## src/rtl/umm_pkg.sv

```systemverilog
// Package for the serial monitor bus bridge: word types, command and action codes,
// the decoded job record passed from the parser to the result sequencer.
// No dependencies.
package umm_pkg;

  typedef struct packed {
    logic        func;
    logic [7:0]  rx_byte;
    logic [15:0] read_data;
  } in_word_t;

  typedef struct packed {
    logic [2:0]  action;
    logic [7:0]  tx_byte;
    logic [31:0] bus_address;
    logic [15:0] bus_data;
    logic        halfword;
    logic        led_on;
    logic        last;
  } out_word_t;

  // Input kinds
  localparam logic FUNC_RX    = 1'b0;
  localparam logic FUNC_RDATA = 1'b1;

  // Command codes
  localparam logic [7:0] CMD_BAUD        = 8'd0;
  localparam logic [7:0] CMD_LOAD_ADDR   = 8'd1;
  localparam logic [7:0] CMD_READ        = 8'd2;
  localparam logic [7:0] CMD_WRITE       = 8'd3;
  localparam logic [7:0] CMD_BURST_READ  = 8'd4;
  localparam logic [7:0] CMD_BURST_WRITE = 8'd5;
  localparam logic [7:0] CMD_FLASH       = 8'd6;
  localparam logic [7:0] CMD_BURST_FLASH = 8'd7;
  localparam logic [7:0] CMD_HW_READ     = 8'd8;
  localparam logic [7:0] CMD_HW_WRITE    = 8'd9;
  localparam logic [7:0] CMD_EXEC        = 8'd10;
  localparam logic [7:0] CMD_VERSION     = 8'd11;

  localparam logic [7:0] VERSION_ID = 8'd1;

  // Result actions
  localparam logic [2:0] ACT_TX    = 3'd0;
  localparam logic [2:0] ACT_READ  = 3'd1;
  localparam logic [2:0] ACT_WRITE = 3'd2;
  localparam logic [2:0] ACT_BAUD  = 3'd3;
  localparam logic [2:0] ACT_EXEC  = 3'd4;

  // Parse phases
  localparam logic [1:0] PH_IDLE  = 2'd0;
  localparam logic [1:0] PH_OPER  = 2'd1;
  localparam logic [1:0] PH_RDATA = 2'd2;

  localparam int         BURST_LENGTH    = 16;
  localparam logic [4:0] BURST_LEN       = 5'(BURST_LENGTH);
  localparam int         FLASH_ALIGN_BITS = 19;
  localparam logic [31:0] FLASH_MASK     = ~((32'd1 << FLASH_ALIGN_BITS) - 32'd1);

  localparam logic [31:0] FLASH_ADDR_A = 32'h0000_5555;
  localparam logic [31:0] FLASH_ADDR_B = 32'h0000_2AAA;
  localparam logic [15:0] FLASH_DATA_1 = 16'h00AA;
  localparam logic [15:0] FLASH_DATA_2 = 16'h0055;
  localparam logic [15:0] FLASH_DATA_3 = 16'h00A0;

  // Job kinds
  localparam logic [2:0] JOB_TX     = 3'd0;  // tx
  localparam logic [2:0] JOB_TX2    = 3'd1;  // tx, tx code
  localparam logic [2:0] JOB_READ   = 3'd2;  // read
  localparam logic [2:0] JOB_TXREAD = 3'd3;  // tx, read
  localparam logic [2:0] JOB_WRITE  = 3'd4;  // write, echo?
  localparam logic [2:0] JOB_BAUD   = 3'd5;  // echo, baud
  localparam logic [2:0] JOB_EXEC   = 3'd6;  // exec, echo
  localparam logic [2:0] JOB_FLASH  = 3'd7;  // 3 unlock writes, write, echo?

  typedef struct packed {
    logic [2:0]  kind;
    logic [7:0]  tx;
    logic [7:0]  code;
    logic [31:0] addr;
    logic [15:0] data;
    logic        hw;
    logic        echo;
    logic        led;
    logic [31:0] fbase;
  } job_t;

  typedef struct packed {
    logic full;
    logic not_empty;
  } q_status_t;

  localparam int QDEPTH = 4;
  localparam int QPTR_W = $clog2(QDEPTH);
  localparam int QCNT_W = $clog2(QDEPTH + 1);

endpackage

```

## src/rtl/uart_memory_monitor_bridge.sv

```systemverilog
// Serial monitor bus bridge top level: parser, job queue and result sequencer.
// Depends on umm_pkg, umm_front, umm_job_fifo, umm_back.
// Each job passes the queue registers and then the registered output stage before its first result word is valid.
// Throughput: one input word per cycle while the four-entry job queue has room; the
// sequencer delivers one result word per cycle while the output is not stalled, 0 to 5 per input word.
// Reset: synchronous; clears parse state, pointers, LED, queue and output valid.
module uart_memory_monitor_bridge (
  input  logic               clk,
  input  logic               rst,
  input  logic               in_valid,
  output logic               in_stall,
  input  umm_pkg::in_word_t  in_word,
  output logic               out_valid,
  input  logic               out_stall,
  output umm_pkg::out_word_t out_word
);
  import umm_pkg::*;

  job_t      push_job;
  job_t      head;
  logic      push;
  logic      pop;
  q_status_t q_status;

  umm_front u_front (
    .clk      (clk),
    .rst      (rst),
    .in_valid (in_valid),
    .in_stall (in_stall),
    .in_word  (in_word),
    .q_status (q_status),
    .push     (push),
    .job      (push_job)
  );

  umm_job_fifo u_fifo (
    .clk      (clk),
    .rst      (rst),
    .push     (push),
    .push_job (push_job),
    .pop      (pop),
    .head     (head),
    .q_status (q_status)
  );

  umm_back u_back (
    .clk       (clk),
    .rst       (rst),
    .head      (head),
    .q_status  (q_status),
    .pop       (pop),
    .out_valid (out_valid),
    .out_stall (out_stall),
    .out_word  (out_word)
  );

endmodule

```

## src/rtl/umm_front.sv

```systemverilog
// Command parser: accepts input words, keeps the monitor state and turns each word
// into at most one job for the result sequencer. Depends on umm_pkg.
module umm_front (
  input  logic               clk,
  input  logic               rst,
  input  logic               in_valid,
  output logic               in_stall,
  input  umm_pkg::in_word_t  in_word,
  input  umm_pkg::q_status_t q_status,
  output logic               push,
  output umm_pkg::job_t      job
);
  import umm_pkg::*;

  logic [1:0]  phase, phase_next;
  logic [7:0]  cmd, cmd_next;
  logic [4:0]  cnt, cnt_next;
  logic [23:0] shift, shift_next;
  logic [31:0] ptr, ptr_next;
  logic [31:0] fbase, fbase_next;
  logic        led, led_next;
  logic        accept;
  logic        emit;
  logic        done;
  logic [4:0]  cnt_inc;
  logic [7:0]  b;
  logic [15:0] d;

  assign in_stall = q_status.full;
  assign accept   = in_valid && !in_stall;
  assign b        = in_word.rx_byte;
  assign d        = in_word.read_data;
  assign cnt_inc  = 5'(cnt + 5'd1);

  always_comb begin
    phase_next = phase;
    cmd_next   = cmd;
    cnt_next   = cnt;
    shift_next = shift;
    ptr_next   = ptr;
    fbase_next = fbase;
    led_next   = led;
    emit       = 1'b0;
    done       = 1'b1;
    job        = '0;
    job.addr   = ptr;
    job.fbase  = fbase;
    job.code   = cmd;

    if (in_word.func == FUNC_RX && phase == PH_IDLE) begin
      cmd_next   = b;
      cnt_next   = '0;
      shift_next = '0;
      phase_next = PH_IDLE;
      job.code   = b;
      unique case (b) inside
        CMD_BAUD, CMD_LOAD_ADDR, CMD_WRITE, CMD_BURST_WRITE, CMD_FLASH, CMD_BURST_FLASH,
        CMD_HW_WRITE: begin
          phase_next = PH_OPER;
        end
        CMD_READ, CMD_BURST_READ: begin
          emit       = 1'b1;
          job.kind   = JOB_READ;
          ptr_next   = ptr + 32'd1;
          phase_next = PH_RDATA;
        end
        CMD_HW_READ: begin
          emit       = 1'b1;
          job.kind   = JOB_READ;
          job.hw     = 1'b1;
          ptr_next   = ptr + 32'd2;
          phase_next = PH_RDATA;
        end
        CMD_EXEC: begin
          emit     = 1'b1;
          job.kind = JOB_EXEC;
        end
        CMD_VERSION: begin
          emit     = 1'b1;
          job.kind = JOB_TX;
          job.tx   = VERSION_ID;
        end
        default: begin
          led_next = 1'b1;
          emit     = 1'b1;
          job.kind = JOB_TX;
          job.tx   = ~b;
        end
      endcase
    end else if (in_word.func == FUNC_RX && phase == PH_OPER) begin
      job.data = {8'h00, b};
      job.echo = 1'b1;
      unique case (cmd) inside
        CMD_BAUD: begin
          emit     = 1'b1;
          job.kind = JOB_BAUD;
          job.tx   = b;
        end
        CMD_LOAD_ADDR: begin
          if (cnt < 5'd3) begin
            shift_next = {shift[15:0], b};
            cnt_next   = cnt_inc;
            done       = 1'b0;
          end else begin
            ptr_next   = {shift, b};
            fbase_next = {shift, b} & FLASH_MASK;
            emit       = 1'b1;
            job.kind   = JOB_TX;
            job.tx     = cmd;
          end
        end
        CMD_WRITE: begin
          emit     = 1'b1;
          job.kind = JOB_WRITE;
          ptr_next = ptr + 32'd1;
        end
        CMD_BURST_WRITE, CMD_BURST_FLASH: begin
          emit     = 1'b1;
          job.kind = (cmd == CMD_BURST_WRITE) ? JOB_WRITE : JOB_FLASH;
          ptr_next = ptr + 32'd1;
          job.echo = (cnt_inc >= BURST_LEN);
          if (cnt_inc < BURST_LEN) begin
            cnt_next = cnt_inc;
            done     = 1'b0;
          end
        end
        CMD_FLASH: begin
          emit     = 1'b1;
          job.kind = JOB_FLASH;
          ptr_next = ptr + 32'd1;
        end
        CMD_HW_WRITE: begin
          if (cnt == 5'd0) begin
            shift_next = {16'h0000, b};
            cnt_next   = 5'd1;
            done       = 1'b0;
          end else begin
            emit     = 1'b1;
            job.kind = JOB_WRITE;
            job.hw   = 1'b1;
            job.data = {shift[7:0], b};
            ptr_next = ptr + 32'd2;
          end
        end
        default: begin
        end
      endcase
      if (done) begin
        phase_next = PH_IDLE;
        cnt_next   = '0;
      end
    end else if (in_word.func == FUNC_RDATA && phase == PH_RDATA) begin
      phase_next = PH_IDLE;
      emit       = 1'b1;
      job.kind   = JOB_TX;
      job.tx     = d[7:0];
      if (cmd == CMD_HW_READ) begin
        job.kind = JOB_TX2;
        job.tx   = d[15:8];
        job.code = d[7:0];
      end else if (cmd == CMD_BURST_READ) begin
        if (cnt_inc < BURST_LEN) begin
          job.kind   = JOB_TXREAD;
          ptr_next   = ptr + 32'd1;
          phase_next = PH_RDATA;
          cnt_next   = cnt_inc;
        end else begin
          cnt_next = '0;
        end
      end
    end
    job.led = led_next;
  end

  assign push = accept && emit;

  always_ff @(posedge clk) begin
    if (rst) begin
      phase <= PH_IDLE;
      cmd   <= '0;
      cnt   <= '0;
      shift <= '0;
      ptr   <= '0;
      fbase <= '0;
      led   <= 1'b0;
    end else if (accept) begin
      phase <= phase_next;
      cmd   <= cmd_next;
      cnt   <= cnt_next;
      shift <= shift_next;
      ptr   <= ptr_next;
      fbase <= fbase_next;
      led   <= led_next;
    end
  end

endmodule

```

## src/rtl/umm_job_fifo.sv

```systemverilog
// Short job queue between the parser and the result sequencer.
// Depends on umm_pkg.
module umm_job_fifo (
  input  logic               clk,
  input  logic               rst,
  input  logic               push,
  input  umm_pkg::job_t      push_job,
  input  logic               pop,
  output umm_pkg::job_t      head,
  output umm_pkg::q_status_t q_status
);
  import umm_pkg::*;

  job_t              slots [QDEPTH];
  logic [QPTR_W-1:0] wr_ptr;
  logic [QPTR_W-1:0] rd_ptr;
  logic [QCNT_W-1:0] count;
  logic              do_push;
  logic              do_pop;

  assign q_status.full      = (count == QCNT_W'(QDEPTH));
  assign q_status.not_empty = (count != '0);
  assign do_push            = push && !q_status.full;
  assign do_pop             = pop && q_status.not_empty;
  assign head               = slots[rd_ptr];

  always_ff @(posedge clk) begin
    if (do_push) begin
      slots[wr_ptr] <= push_job;
    end
  end

  always_ff @(posedge clk) begin
    if (rst) begin
      wr_ptr <= '0;
      rd_ptr <= '0;
      count  <= '0;
    end else begin
      if (do_push) begin
        wr_ptr <= QPTR_W'(wr_ptr + 1'b1);
      end
      if (do_pop) begin
        rd_ptr <= QPTR_W'(rd_ptr + 1'b1);
      end
      if (do_push && !do_pop) begin
        count <= QCNT_W'(count + 1'b1);
      end else if (do_pop && !do_push) begin
        count <= QCNT_W'(count - 1'b1);
      end
    end
  end

endmodule

```

## src/rtl/umm_back.sv

```systemverilog
// Result sequencer: expands the job at the queue head into result words, one per
// cycle while the output is not stalled, through a registered output stage. Depends on umm_pkg.
module umm_back (
  input  logic               clk,
  input  logic               rst,
  input  umm_pkg::job_t      head,
  input  umm_pkg::q_status_t q_status,
  output logic               pop,
  output logic               out_valid,
  input  logic               out_stall,
  output umm_pkg::out_word_t out_word
);
  import umm_pkg::*;

  logic [2:0] step;
  out_word_t  res;
  logic       fin;
  logic       load;

  always_comb begin
    res        = '0;
    res.led_on = head.led;
    fin        = 1'b1;
    unique case (head.kind)
      JOB_TX: begin
        res.tx_byte = head.tx;
      end
      JOB_TX2: begin
        if (step == 3'd0) begin
          res.tx_byte = head.tx;
          fin         = 1'b0;
        end else begin
          res.tx_byte = head.code;
        end
      end
      JOB_READ: begin
        res.action      = ACT_READ;
        res.bus_address = head.addr;
        res.halfword    = head.hw;
      end
      JOB_TXREAD: begin
        if (step == 3'd0) begin
          res.tx_byte = head.tx;
          fin         = 1'b0;
        end else begin
          res.action      = ACT_READ;
          res.bus_address = head.addr;
        end
      end
      JOB_WRITE: begin
        if (step == 3'd0) begin
          res.action      = ACT_WRITE;
          res.bus_address = head.addr;
          res.bus_data    = head.data;
          res.halfword    = head.hw;
          fin             = !head.echo;
        end else begin
          res.tx_byte = head.code;
        end
      end
      JOB_BAUD: begin
        if (step == 3'd0) begin
          res.tx_byte = head.code;
          fin         = 1'b0;
        end else begin
          res.action  = ACT_BAUD;
          res.tx_byte = head.tx;
        end
      end
      JOB_EXEC: begin
        if (step == 3'd0) begin
          res.action      = ACT_EXEC;
          res.bus_address = head.addr;
          fin             = 1'b0;
        end else begin
          res.tx_byte = head.code;
        end
      end
      JOB_FLASH: begin
        case (step)
          3'd0: begin
            res.action      = ACT_WRITE;
            res.bus_address = head.fbase + FLASH_ADDR_A;
            res.bus_data    = FLASH_DATA_1;
            fin             = 1'b0;
          end
          3'd1: begin
            res.action      = ACT_WRITE;
            res.bus_address = head.fbase + FLASH_ADDR_B;
            res.bus_data    = FLASH_DATA_2;
            fin             = 1'b0;
          end
          3'd2: begin
            res.action      = ACT_WRITE;
            res.bus_address = head.fbase + FLASH_ADDR_A;
            res.bus_data    = FLASH_DATA_3;
            fin             = 1'b0;
          end
          3'd3: begin
            res.action      = ACT_WRITE;
            res.bus_address = head.addr;
            res.bus_data    = head.data;
            fin             = !head.echo;
          end
          default: begin
            res.tx_byte = head.code;
          end
        endcase
      end
      default: begin
      end
    endcase
    res.last = fin;
  end

  assign load = q_status.not_empty && (!out_valid || !out_stall);
  assign pop  = load && fin;

  always_ff @(posedge clk) begin
    if (load) begin
      out_word <= res;
    end
  end

  always_ff @(posedge clk) begin
    if (rst) begin
      out_valid <= 1'b0;
      step      <= '0;
    end else begin
      if (load) begin
        out_valid <= 1'b1;
        step      <= fin ? 3'd0 : 3'(step + 3'd1);
      end else if (!out_stall) begin
        out_valid <= 1'b0;
      end
    end
  end

endmodule

```

## config.mk

```make
export PLATFORM = sky130hd
export DESIGN_NAME = uart_memory_monitor_bridge
export DESIGN_NICKNAME = d
export VERILOG_FILES = /design/src/rtl/umm_pkg.sv /design/src/rtl/uart_memory_monitor_bridge.sv /design/src/rtl/umm_front.sv /design/src/rtl/umm_job_fifo.sv /design/src/rtl/umm_back.sv
export SDC_FILE = /design/constraint.sdc
export NUM_CORES = 1
export LEC_CHECK = 0
export ABC_AREA = 1
export BUFFER_PORTS_ARGS = -buffer_cell sky130_fd_sc_hd__buf_2
export CORE_MARGIN = 2
export CORE_UTILIZATION = 40
export CTS_CLUSTER_DIAMETER = 150
export DETAILED_ROUTE_END_ITERATION = 12
export GPL_TIMING_DRIVEN = 0
export PLACE_DENSITY = 0.58
export SYNTH_ARGS = -nofsm -noshare
export SYNTH_HDL_FRONTEND = slang
export SYNTH_SLANG_ARGS = --single-unit
```

## constraint.sdc

```tcl
create_clock -name clk -period 7.85 [get_ports clk]
set_input_delay 0.785 -clock clk [delete_from_list [all_inputs] [get_ports clk]]
set_output_delay 0.785 -clock clk [all_outputs]
set_load 0.005 [all_outputs]
```

After elaboration in Yosys (flattened, before gate mapping)
Memories as Yosys holds them, arrays and structs flattened. A register that Yosys moved wholly into a read port is not among the register bits.
Cells that the tools add are included.
- bits in registers: 158
- input port bits: 29
- memories: 1
- logic and storage cells: 233
- memory bits (writable): 332
- memories (name ; words ; width ; rd ports ; clocked after memory_dff ; wr ports ; RTL line ; RTL):
    u_fifo.slots ; 4 ; 83 ; 1 ; 1 ; 1 ; umm_job_fifo.sv:14 ; job_t slots [QDEPTH];
- reductions and logical operators: 49
- bitwise operators: 4
- magnitude comparators: 3
- equal/unequal tests: 45
- $add $sub $neg: 10
- mux-type cells: 102
- operator list (kind ; count):
    two-way mux 32 bit ; 10
    case mux 48 bit (4 select lines) ; 1
    case mux 32 bit (5 select lines) ; 1
    two-way mux 24 bit ; 4
    case mux 32 bit (3 select lines) ; 1
    equality test 8 x 3 -> 1 bit (second input constant) ; 8
    case mux 32 bit (2 select lines) ; 1
    two-way mux 8 bit ; 7
    two-way mux 5 bit ; 10
    two-way mux 49 bit ; 1
    equality test 8 x 4 -> 1 bit (second input constant) ; 6
    case mux 24 bit (2 select lines) ; 1
    case mux 8 bit (6 select lines) ; 1
    two-way mux 19 bit ; 2
    case mux 3 bit (6 select lines) ; 2
    two-way mux 17 bit ; 2
    adder 32 x 1 -> 32 bit (second input constant) ; 1
    adder 32 x 14 -> 32 bit (second input constant) ; 1
    adder 32 x 15 -> 32 bit (second input constant) ; 1
    adder 32 x 2 -> 32 bit (second input constant) ; 1
    two-way mux 16 bit ; 2
    case mux 16 bit (2 select lines) ; 1
    case mux 8 bit (2 select lines) ; 2
    two-way mux 2 bit ; 14
    53 further kinds ; 132

Logic depth before layout (Yosys ltp)
Gate-level depths: netlist (run 1).
- depth after elaboration: 11
- depth in mapped cells: 19
- gate-level depth less buffers: 18

Hierarchy
From an unflattened synthesis (run 1), not the netlist that was laid out.
- cell total of the unflattened synthesis: 3176
- area total of the unflattened synthesis: 28456.0 µm²
- by module, submodules not included (module ; sequential area each (µm²) ; area each (µm²) ; times used ; cells an instance):
    umm_job_fifo ; 12431.9 ; 15562.4 ; 1 ; 1055
    umm_front ; 1701.6 ; 6950.4 ; 1 ; 1230
    umm_back ; 1941.9 ; 5943.2 ; 1 ; 891

Worst setup path after synthesis (run 1)
Ideal clock, no wire load.
- path type: input-to-reg
- from: input out_stall
- to: register u_fifo.count[1]
- stages: 9
- buffers on the path: 0
- path slack: 2.247 ns
- arrival time: 5.483 ns
- path through: nand2_1 -> inv_1 -> a31oi_1 -> nand2_2 -> ha_1 -> inv_1 -> fa_1 -> o21ai_0 -> a21oi_1
- cells in the longest elaborated chain, start to end: 8
- elaborated cells on any way between the ends: 10
- ends and longest elaborated chain (element ; RTL line ; RTL):
    from (decl) ; uart_memory_monitor_bridge.sv:14 ; input logic out_stall,
    logical NOT 1 bit * ; umm_back.sv:116 ; assign load = q_status.not_empty && (!out_valid || !out_stall);
    logical OR 1 bit * ; umm_back.sv:116 ;
    logical AND 1 bit * ; umm_back.sv:116 ;
    named net u_back.load ; umm_back.sv:18 ; logic load;
    logical AND 1 bit * ; umm_back.sv:117 ; assign pop = load && fin;
    logical AND 1 bit * ; umm_job_fifo.sv:24 ; assign do_pop = pop && q_status.not_empty;
    logical NOT 1 bit ; umm_job_fifo.sv:45 ; if (do_push && !do_pop) begin
    logical AND 1 bit ; umm_job_fifo.sv:45 ;
    two-way mux 3 bit or nonzero test 2 bit (tied branches) ; -- ;
    to (signal assigned) ; umm_job_fifo.sv:46 ; count <= QCNT_W'(count + 1'b1);
    to (signal assigned) ; umm_job_fifo.sv:48 ; count <= QCNT_W'(count - 1'b1);
    to (decl) ; umm_job_fifo.sv:17 ; logic [QCNT_W-1:0] count;
Mark *: on every way through the listed nets, which the timed path passes. The rest lies on a longest branch.
A chain may end at the register's enable or synchronous reset.

Worst setup path in the final report (run 1)
- from: register u_front.cmd[6]
- to: memory u_fifo.slots[3][52] (netlist name) (enable)
- cells in the longest elaborated chain, start to end: 9
- elaborated cells on any way between the ends: 15
- ends and longest elaborated chain (element ; RTL line ; RTL):
    from (decl) ; umm_front.sv:16 ; logic [7:0] cmd, cmd_next;
    from (signal assigned) ; umm_front.sv:188 ; cmd <= cmd_next;
    equality test 8 x 3 -> 1 bit (no line), or another cell as far along ; -- ;
    OR reduction 5 bit (no line) ; -- ;
    case mux 1 bit (3 select lines) * ; umm_front.sv:93 ; unique case (cmd) inside
    two-way mux 1 bit * ; umm_front.sv:90 ; end else if (in_word.func == FUNC_RX && phase == PH_OPER) begin
    two-way mux 1 bit * ; umm_front.sv:50 ; if (in_word.func == FUNC_RX && phase == PH_IDLE) begin
    logical AND 1 bit * ; umm_front.sv:175 ; assign push = accept && emit;
    logical AND 1 bit * ; umm_job_fifo.sv:23 ; assign do_push = push && !q_status.full;
    two-way mux 1 bit * ; umm_job_fifo.sv:28 ; if (do_push) begin
    two-way mux 1 bit (not written as such) * ; umm_job_fifo.sv:29 ; slots[wr_ptr] <= push_job;
    to (decl) ; umm_job_fifo.sv:14 ;
Every way passes the cells marked *; elsewhere a longest branch is shown, timed or not.

==> impl_metrics.env, run 1 <==
export IMPL_synth_edff_count=394
export IMPL_grt_setup_unrepaired="no"
export IMPL_cts_resized=0
export IMPL_p_sw_mw=3.12
export IMPL_synth_fp_nets=2283
export IMPL_clockPowerShare=0.282
export IMPL_combPwrFrac=0.317
export IMPL_ys_ff_latch=492
export IMPL_avgSynthCellArea_um2=10.1
export IMPL_dieArea_um2=58200
export IMPL_worstHoldStart="u_front.cnt[4]"
export IMPL_drtIter0Drc=1569
export IMPL_die_w_um=241
export IMPL_slew_viol_final=0
export IMPL_synth_area_um2=22500
export IMPL_clock_latency_ns=0.62
export IMPL_max_slew_worst_pin_slew_ns=1.00
export IMPL_critPathMostFrequentCell="nor2_1"
export IMPL_finalCritPeriodShare=0.418
export IMPL_final_instance_count_excl_fill=3186
export IMPL_maxCapViolCount=0
export IMPL_max_freq_mhz=305
export IMPL_min_to="u_front.cnt[4]"
export IMPL_ff2ff_path_depth=11
export IMPL_firstDrtPassIters=6
export IMPL_crit_path_max_fanout=26
export IMPL_layout_nets=2441
export IMPL_n_antenna_cell=0
export IMPL_cp_cell_sequence="nor2_1, nand2_2, nor2_1, nand3_1, nand2_1, nor2_1, nand2_1, nand3_2, nor2_4, buf_12, buf_12"
export IMPL_final_cell_mix="edfxtp_1 (394), nand2_1 (383), nor2_1 (342)"
export IMPL_dp_hpwl_um=51500
export IMPL_finalSetupTns_ns=0
export IMPL_core_um2=55400
export IMPL_num_rows=86
export IMPL_p_int_mw=5.61
export IMPL_wl_per_cell_um=22.1
export IMPL_status="complete, no violations"
export IMPL_synth_compound_area_frac=0.131
export IMPL_viasPerCell=5.40
export IMPL_hold_path_class="reg -> reg"
export IMPL_leakage_nw=9.56
export IMPL_whs_path_depth=2
export IMPL_vias=17213
export IMPL_ios=93
export IMPL_holdBufCountCts=0
export IMPL_yosysSeqAreaShare=0.612
export IMPL_critPathTopFamily="simple AND/OR/NAND/NOR gates"
export IMPL_r2r_start="u_front.cmd[6]"
export IMPL_slew_limit_headroom=0.331
export IMPL_synthSimpleGateAreaFrac=0.183
export IMPL_start_kind="register"
export IMPL_yosys_warnings=0
export IMPL_yosys_most_used_dff="edfxtp_1"
export IMPL_grt_pass1_vias=16160
export IMPL_synth_fa_ha_area_frac=0.00866
export IMPL_critPathSlowestCell="nor2_4"
export IMPL_cts_clk_slew_worst_paths_ns=0.07
export IMPL_drt_wl_total_um=70500
export IMPL_slowest_delay_ns=0.77
export IMPL_synth_top_cell_area_share=0.525
export IMPL_synth_top_cells_by_area="edfxtp_1 (53%), dfxtp_1 (8.7%), nand2_1 (6.4%)"
export IMPL_post_route_min_period_ns=3.28
export IMPL_switching_share=0.357
export IMPL_ys_types=54
export IMPL_cp_data_required_time_ns=8.13
export IMPL_grt_max_degree=29
export IMPL_powerDensity_nw_per_um2=337
export IMPL_async_flop_share=0
export IMPL_path_buf_inv=2
export IMPL_synth_top_area_cell="edfxtp_1"
export IMPL_clock_root_buffer="clkbuf_16"
export IMPL_nFillCells=5162
export IMPL_end_kind="register"
export IMPL_place_gp_congestion=0.937
export IMPL_antenna_found_initial=2
export IMPL_antenna_left=0
export IMPL_setup_viol=0
export IMPL_peakVddDrop_uv=221
export IMPL_cts_made_buffers=52
export IMPL_cts_setup_buffers=0
export IMPL_grt_pass1_wl_um=103000
export IMPL_timing_rr_end="u_fifo.slots[3][52]"
export IMPL_synth_mux_area_frac=0
export IMPL_seq_power_share=0.402
export IMPL_die_h_um=241
export IMPL_dp_cells=3091
export IMPL_hold_viol_final=0
export IMPL_drive_above_1_share=0.157
export IMPL_final_common_cell="edfxtp_1"
export IMPL_ctsLongestPathBuffers=3
export IMPL_drc_errors=0
export IMPL_worstPathArrival_ns=3.57
export IMPL_critical_path_class="reg -> reg"
export IMPL_port_buffers=90
export IMPL_htreeDepth=2
export IMPL_cts_tree="done"
export IMPL_synth_top_family_by_area="simple AND/OR/NAND/NOR gates"
export IMPL_grt_ovfl_total=0
export IMPL_syn2layout_area_growth_pct=15.1
export IMPL_syn_inst=2239
export IMPL_clock_sinks=492
export IMPL_ff2ff_setup_slack_ns=4.57
export IMPL_skew_ns=0.0391
export IMPL_grt_usage=0.243
export IMPL_start_util=0.407
export IMPL_synth_xor_area_frac=0.00778
worst max-delay path by stage:
stage | start | end | slack, ns | depth (start not counted)
4_1_cts | u_front.cmd[6] | u_fifo.slots[3][42] | 4.56 | 11
3_3_place_gp | in_word[18] | u_fifo.slots[3][52] | -1.25 | 9
2_1_floorplan | out_stall | u_fifo.count[1] | 2.25 | 9
6_report | u_front.cmd[6] | u_fifo.slots[3][52] | 4.57 | 11
5_1_grt | u_front.cmd[6] | u_fifo.slots[3][34] | 4.32 | 11
3_5_place_dp | in_word[18] | u_fifo.slots[3][42] | 4.23 | 11
final cells by class:
cell class | count | area, um^2 | share of cell area
Inverter | 183 | 698 | 0.0269
Clock buffer | 67 | 1400 | 0.0540
Buffer | 105 | 602 | 0.0232
Sequential cell | 492 | 13800 | 0.532
Tap cell | 748 | 936 | 0.0361
Clock inverter | 28 | 280 | 0.0108
Multi-Input combinational cell | 1459 | 7480 | 0.288
Timing Repair Buffer | 104 | 746 | 0.0288
sequential cells by signal, indices dropped and copies added (netlist names), 3 cells and up, named ones only:
register	cells
u_fifo.slots	332
u_back.out_word	62
u_front.ptr	32
u_front.shift	24
u_front.fbase	13
u_front.cmd	8
u_front.cnt	5
u_back.step	3
u_fifo.count	3
logic make-up after synthesis:
| family | after synthesis |
|---|---|
| fa+ha+maj | 15 |
| compound gates | 485 |
| flops | 492 |
| buf+inv | 288 |
| simple gates | 939 |
| xor+xnor | 20 |
power by group through the flow:
stage	Sequential, mW	Clock [mW]	Combinational [mW]
after detailed placement	3.56	0	2.77
after CTS	3.51	2.49	2.78
after global routing	3.54	2.58	3.02
after global placement	3.64	0	2.67
after floorplan	3.59	0	1.66
final	3.51	2.46	2.77
worst reg2reg max path: stages, from the launching register on:
cell     delay, ns
dfxtp_1       0.31
nor2_1        0.18
nand2_2       0.14
nor2_1        0.20
nand3_1       0.26
nand2_1       0.14
nor2_1        0.06
nand2_1       0.08
nand3_2       0.25
nor2_4        0.77
buf_12        0.30
buf_12        0.23
per-stage QoR:
step | utilization | total power [mW] | hold WS [ns] | setup WS (ns) | area [um^2]
after CTS | 0.468 | 8.78 | 0.474 | 4.56 | 25900
after floorplan | - | 5.24 | 0.443 | 2.25 | 22500
after global routing | 0.468 | 9.15 | 0.517 | 4.32 | 25900
after detailed placement | 0.438 | 6.33 | 0.466 | 4.23 | 24300
final | 0.468 | 8.73 | 0.478 | 4.57 | 25900
after global placement | 0.432 | 6.30 | 0.463 | -1.25 | 23900
Yosys cell counts (6+ instances only):
| cell | count |
|---|---|
| nor2_2 | 12 |
| o21ai_2 | 30 |
| buf_4 | 7 |
| inv_2 | 23 |
| nand3_1 | 95 |
| o21ai_0 | 187 |
| buf_2 | 22 |
| inv_1 | 153 |
| nor3_2 | 8 |
| nand3_2 | 14 |
| nand4_1 | 6 |
| a211oi_1 | 11 |
| a31oi_1 | 9 |
| nand2_2 | 18 |
| nor2_1 | 346 |
| buf_6 | 19 |
| ha_1 | 14 |
| nand2_1 | 383 |
| clkbuf_1 | 51 |
| a211oi_2 | 6 |
| nand2_4 | 7 |
| xor2_1 | 17 |
| o22ai_1 | 57 |
| a221oi_1 | 8 |
| nor3_1 | 35 |
| a21oi_2 | 14 |
| edfxtp_1 | 394 |
| o21ai_1 | 38 |
| o211ai_1 | 10 |
| a21oi_1 | 86 |
| dfxtp_1 | 98 |
| a32o_1 | 15 |
layer usage:
layer  vias to the layer above  wire (um)  GRT usage  share of wire
met2                       634      32200      0.384           0.46
met1                      8381      30300      0.333           0.43
met5                         -         30          0        0.00043
li1                       8075          -          -              -
met3                       119       5510     0.0432          0.078
met4                         4       2570     0.0973          0.036
Power figures use the tool's default switching activity.
==> run 2: changes to the inputs <==
==> constraint.sdc (replaced) <==
create_clock -name clk -period 3.35 [get_ports clk]
set_input_delay 0.335 -clock clk [delete_from_list [all_inputs] [get_ports clk]]
set_output_delay 0.335 -clock clk [all_outputs]
set_load 0.005 [all_outputs]
==> impl_metrics.env, run 2 (synthesized netlist as in run 1, its figures left out) <==
export IMPL_wl_per_cell_um=22.1
export IMPL_htreeDepth=2
export IMPL_start_util=0.407
export IMPL_grt_usage=0.243
export IMPL_peakVddDrop_uv=490
export IMPL_finish_utilization=0.468
export IMPL_final_common_cell="edfxtp_1"
export IMPL_max_freq_mhz=334
export IMPL_die_w_um=241
export IMPL_antenna_left=0
export IMPL_p_total_mw=20.4
export IMPL_cts_tree="done"
export IMPL_maxCapViolCount=0
export IMPL_grt_ovfl_total=0
export IMPL_critPathMostFrequentCell="nor2_1"
export IMPL_ctsLongestPathBuffers=3
export IMPL_dp_hpwl_um=51100
export IMPL_layout_nets=2441
export IMPL_crit_path_max_fanout=21
export IMPL_critPathSlowestCell="nor2_4"
export IMPL_grt_pass1_wl_um=104000
export IMPL_reg_top3="u_fifo.slots x332, u_back.out_word x62, u_front.ptr x32"
export IMPL_pre_cts_slack_ns=0.220
export IMPL_grt_max_degree=30
export IMPL_hold_path_class="in -> reg"
export IMPL_post_route_min_period_ns=3.00
export IMPL_start_kind="register"
export IMPL_critPathTopFamily="simple AND/OR/NAND/NOR gates"
export IMPL_slowest_delay_ns=0.69
export IMPL_whs_ns=0.122
export IMPL_cts_made_buffers=53
export IMPL_drc_errors=0
export IMPL_ios=93
export IMPL_cp_cell_sequence="nor2_1, nand2_2, nor2_1, nand3_1, nand2_1, nor2_1, nand2_1, nand3_4, nor2_4, buf_12, buf_16"
export IMPL_grt_setup_unrepaired="no"
export IMPL_place_gp_congestion=0.961
export IMPL_viasPerCell=5.42
export IMPL_placed_area_um2=24300
export IMPL_worstPathArrival_ns=3.30
export IMPL_finalCritPeriodShare=0.894
export IMPL_top_register="u_fifo.slots"
export IMPL_core_um2=55400
export IMPL_drive_above_1_share=0.162
export IMPL_vias=17286
export IMPL_final_area_um2=25900
export IMPL_setup_viol=0
export IMPL_syn2layout_area_growth_pct=15.1
export IMPL_max_slew_worst_pin_slew_ns=0.980
export IMPL_setup_ws_ns=0.355
export IMPL_powerDensity_nw_per_um2=785
export IMPL_status="complete, no violations"
export IMPL_slew_viol_final=0
export IMPL_final_cell_mix="edfxtp_1 (394), nand2_1 (383), nor2_1 (341)"
export IMPL_grt_pass1_vias=16203
export IMPL_end_kind="register"
export IMPL_n_antenna_cell=0
export IMPL_clock_latency_ns=0.61
export IMPL_leakage_nw=9.57
export IMPL_slew_limit_headroom=0.347
export IMPL_critical_path_class="reg -> reg"
export IMPL_cp_data_required_time_ns=3.65
export IMPL_cts_clk_slew_worst_paths_ns=0.06
export IMPL_clock_sinks=492
export IMPL_num_rows=86
export IMPL_firstDrtPassIters=6
export IMPL_drt_wl_total_um=70300
export IMPL_drtIter0Drc=1602
export IMPL_port_buffers=90
export IMPL_die_h_um=241
export IMPL_dieArea_um2=58200
export IMPL_clock_root_buffer="clkbuf_16"
export IMPL_antenna_found_initial=4
export IMPL_path_buf_inv=2
export IMPL_largest_register_ffs=332
export IMPL_skew_ns=0.0127
export IMPL_hold_viol_final=0
export IMPL_holdBufCountCts=0
[run 2: worst paths after layout]
path	start	endpoint	slack (ns)	depth (start not counted)
worst max-delay path	u_front.cmd[6]	u_fifo.slots[0][45]	0.35	11
worst min-delay path	out_stall	u_back.out_valid	0.12	5
worst max register to register	u_front.cmd[6]	u_fifo.slots[0][45]	0.35	11
worst min register to register	u_front.cnt[4]	u_front.cnt[4]	0.49	2
[run 2: report_power, final]
group,internal [mW],leakage [nW],total [mW],switching [mW]
logic,1.98,4.23,6.49,4.51
clock network,3.22,0.809,5.65,2.43
registers,7.84,4.53,8.21,0.365
[run 2: tightest hold or removal path: cells and delay by family]
kind | cells | cell delay, ns
AOI/OAI and AO/OA | 1 | 0.09
buffers and inverters | 3 | 0.21
and+or+nand+nor | 1 | 0.04
[run 2: layout make-up]
cell class                 count  area, um^2
sequential                   492       13800
multi-input combinational   1459        7490
clock buffer                  69        1420
fill                        5160       29500
timing repair buffer         104         753
tap                          748         936
inverter                     183         698
buffer                       104         598
clock inverter                28         236
[run 2: through the flow]
step	cells	setup TNS [ns]
2_1_floorplan	2239	-146.12
3_3_place_gp	3077	-867.52
3_5_place_dp	3091	0
4_1_cts	3188	0
5_1_grt	3187	0
6_report	3187	0
[run 2: what timing repair did]
action / CTS / global route
endpoints found under the setup margin: 0 / 16
gates resized for setup: 0 / 2
setup buffers: 0 / 0
[run 2: routing by layer]
metal / part of all wire / wire, um / global-route usage
met1: 0.44 / 30800 / 0.342
met3: 0.066 / 4670 / 0.0243
met4: 0.034 / 2400 / 0.0883
met2: 0.46 / 32500 / 0.391
met5: 0 / 0 / 0
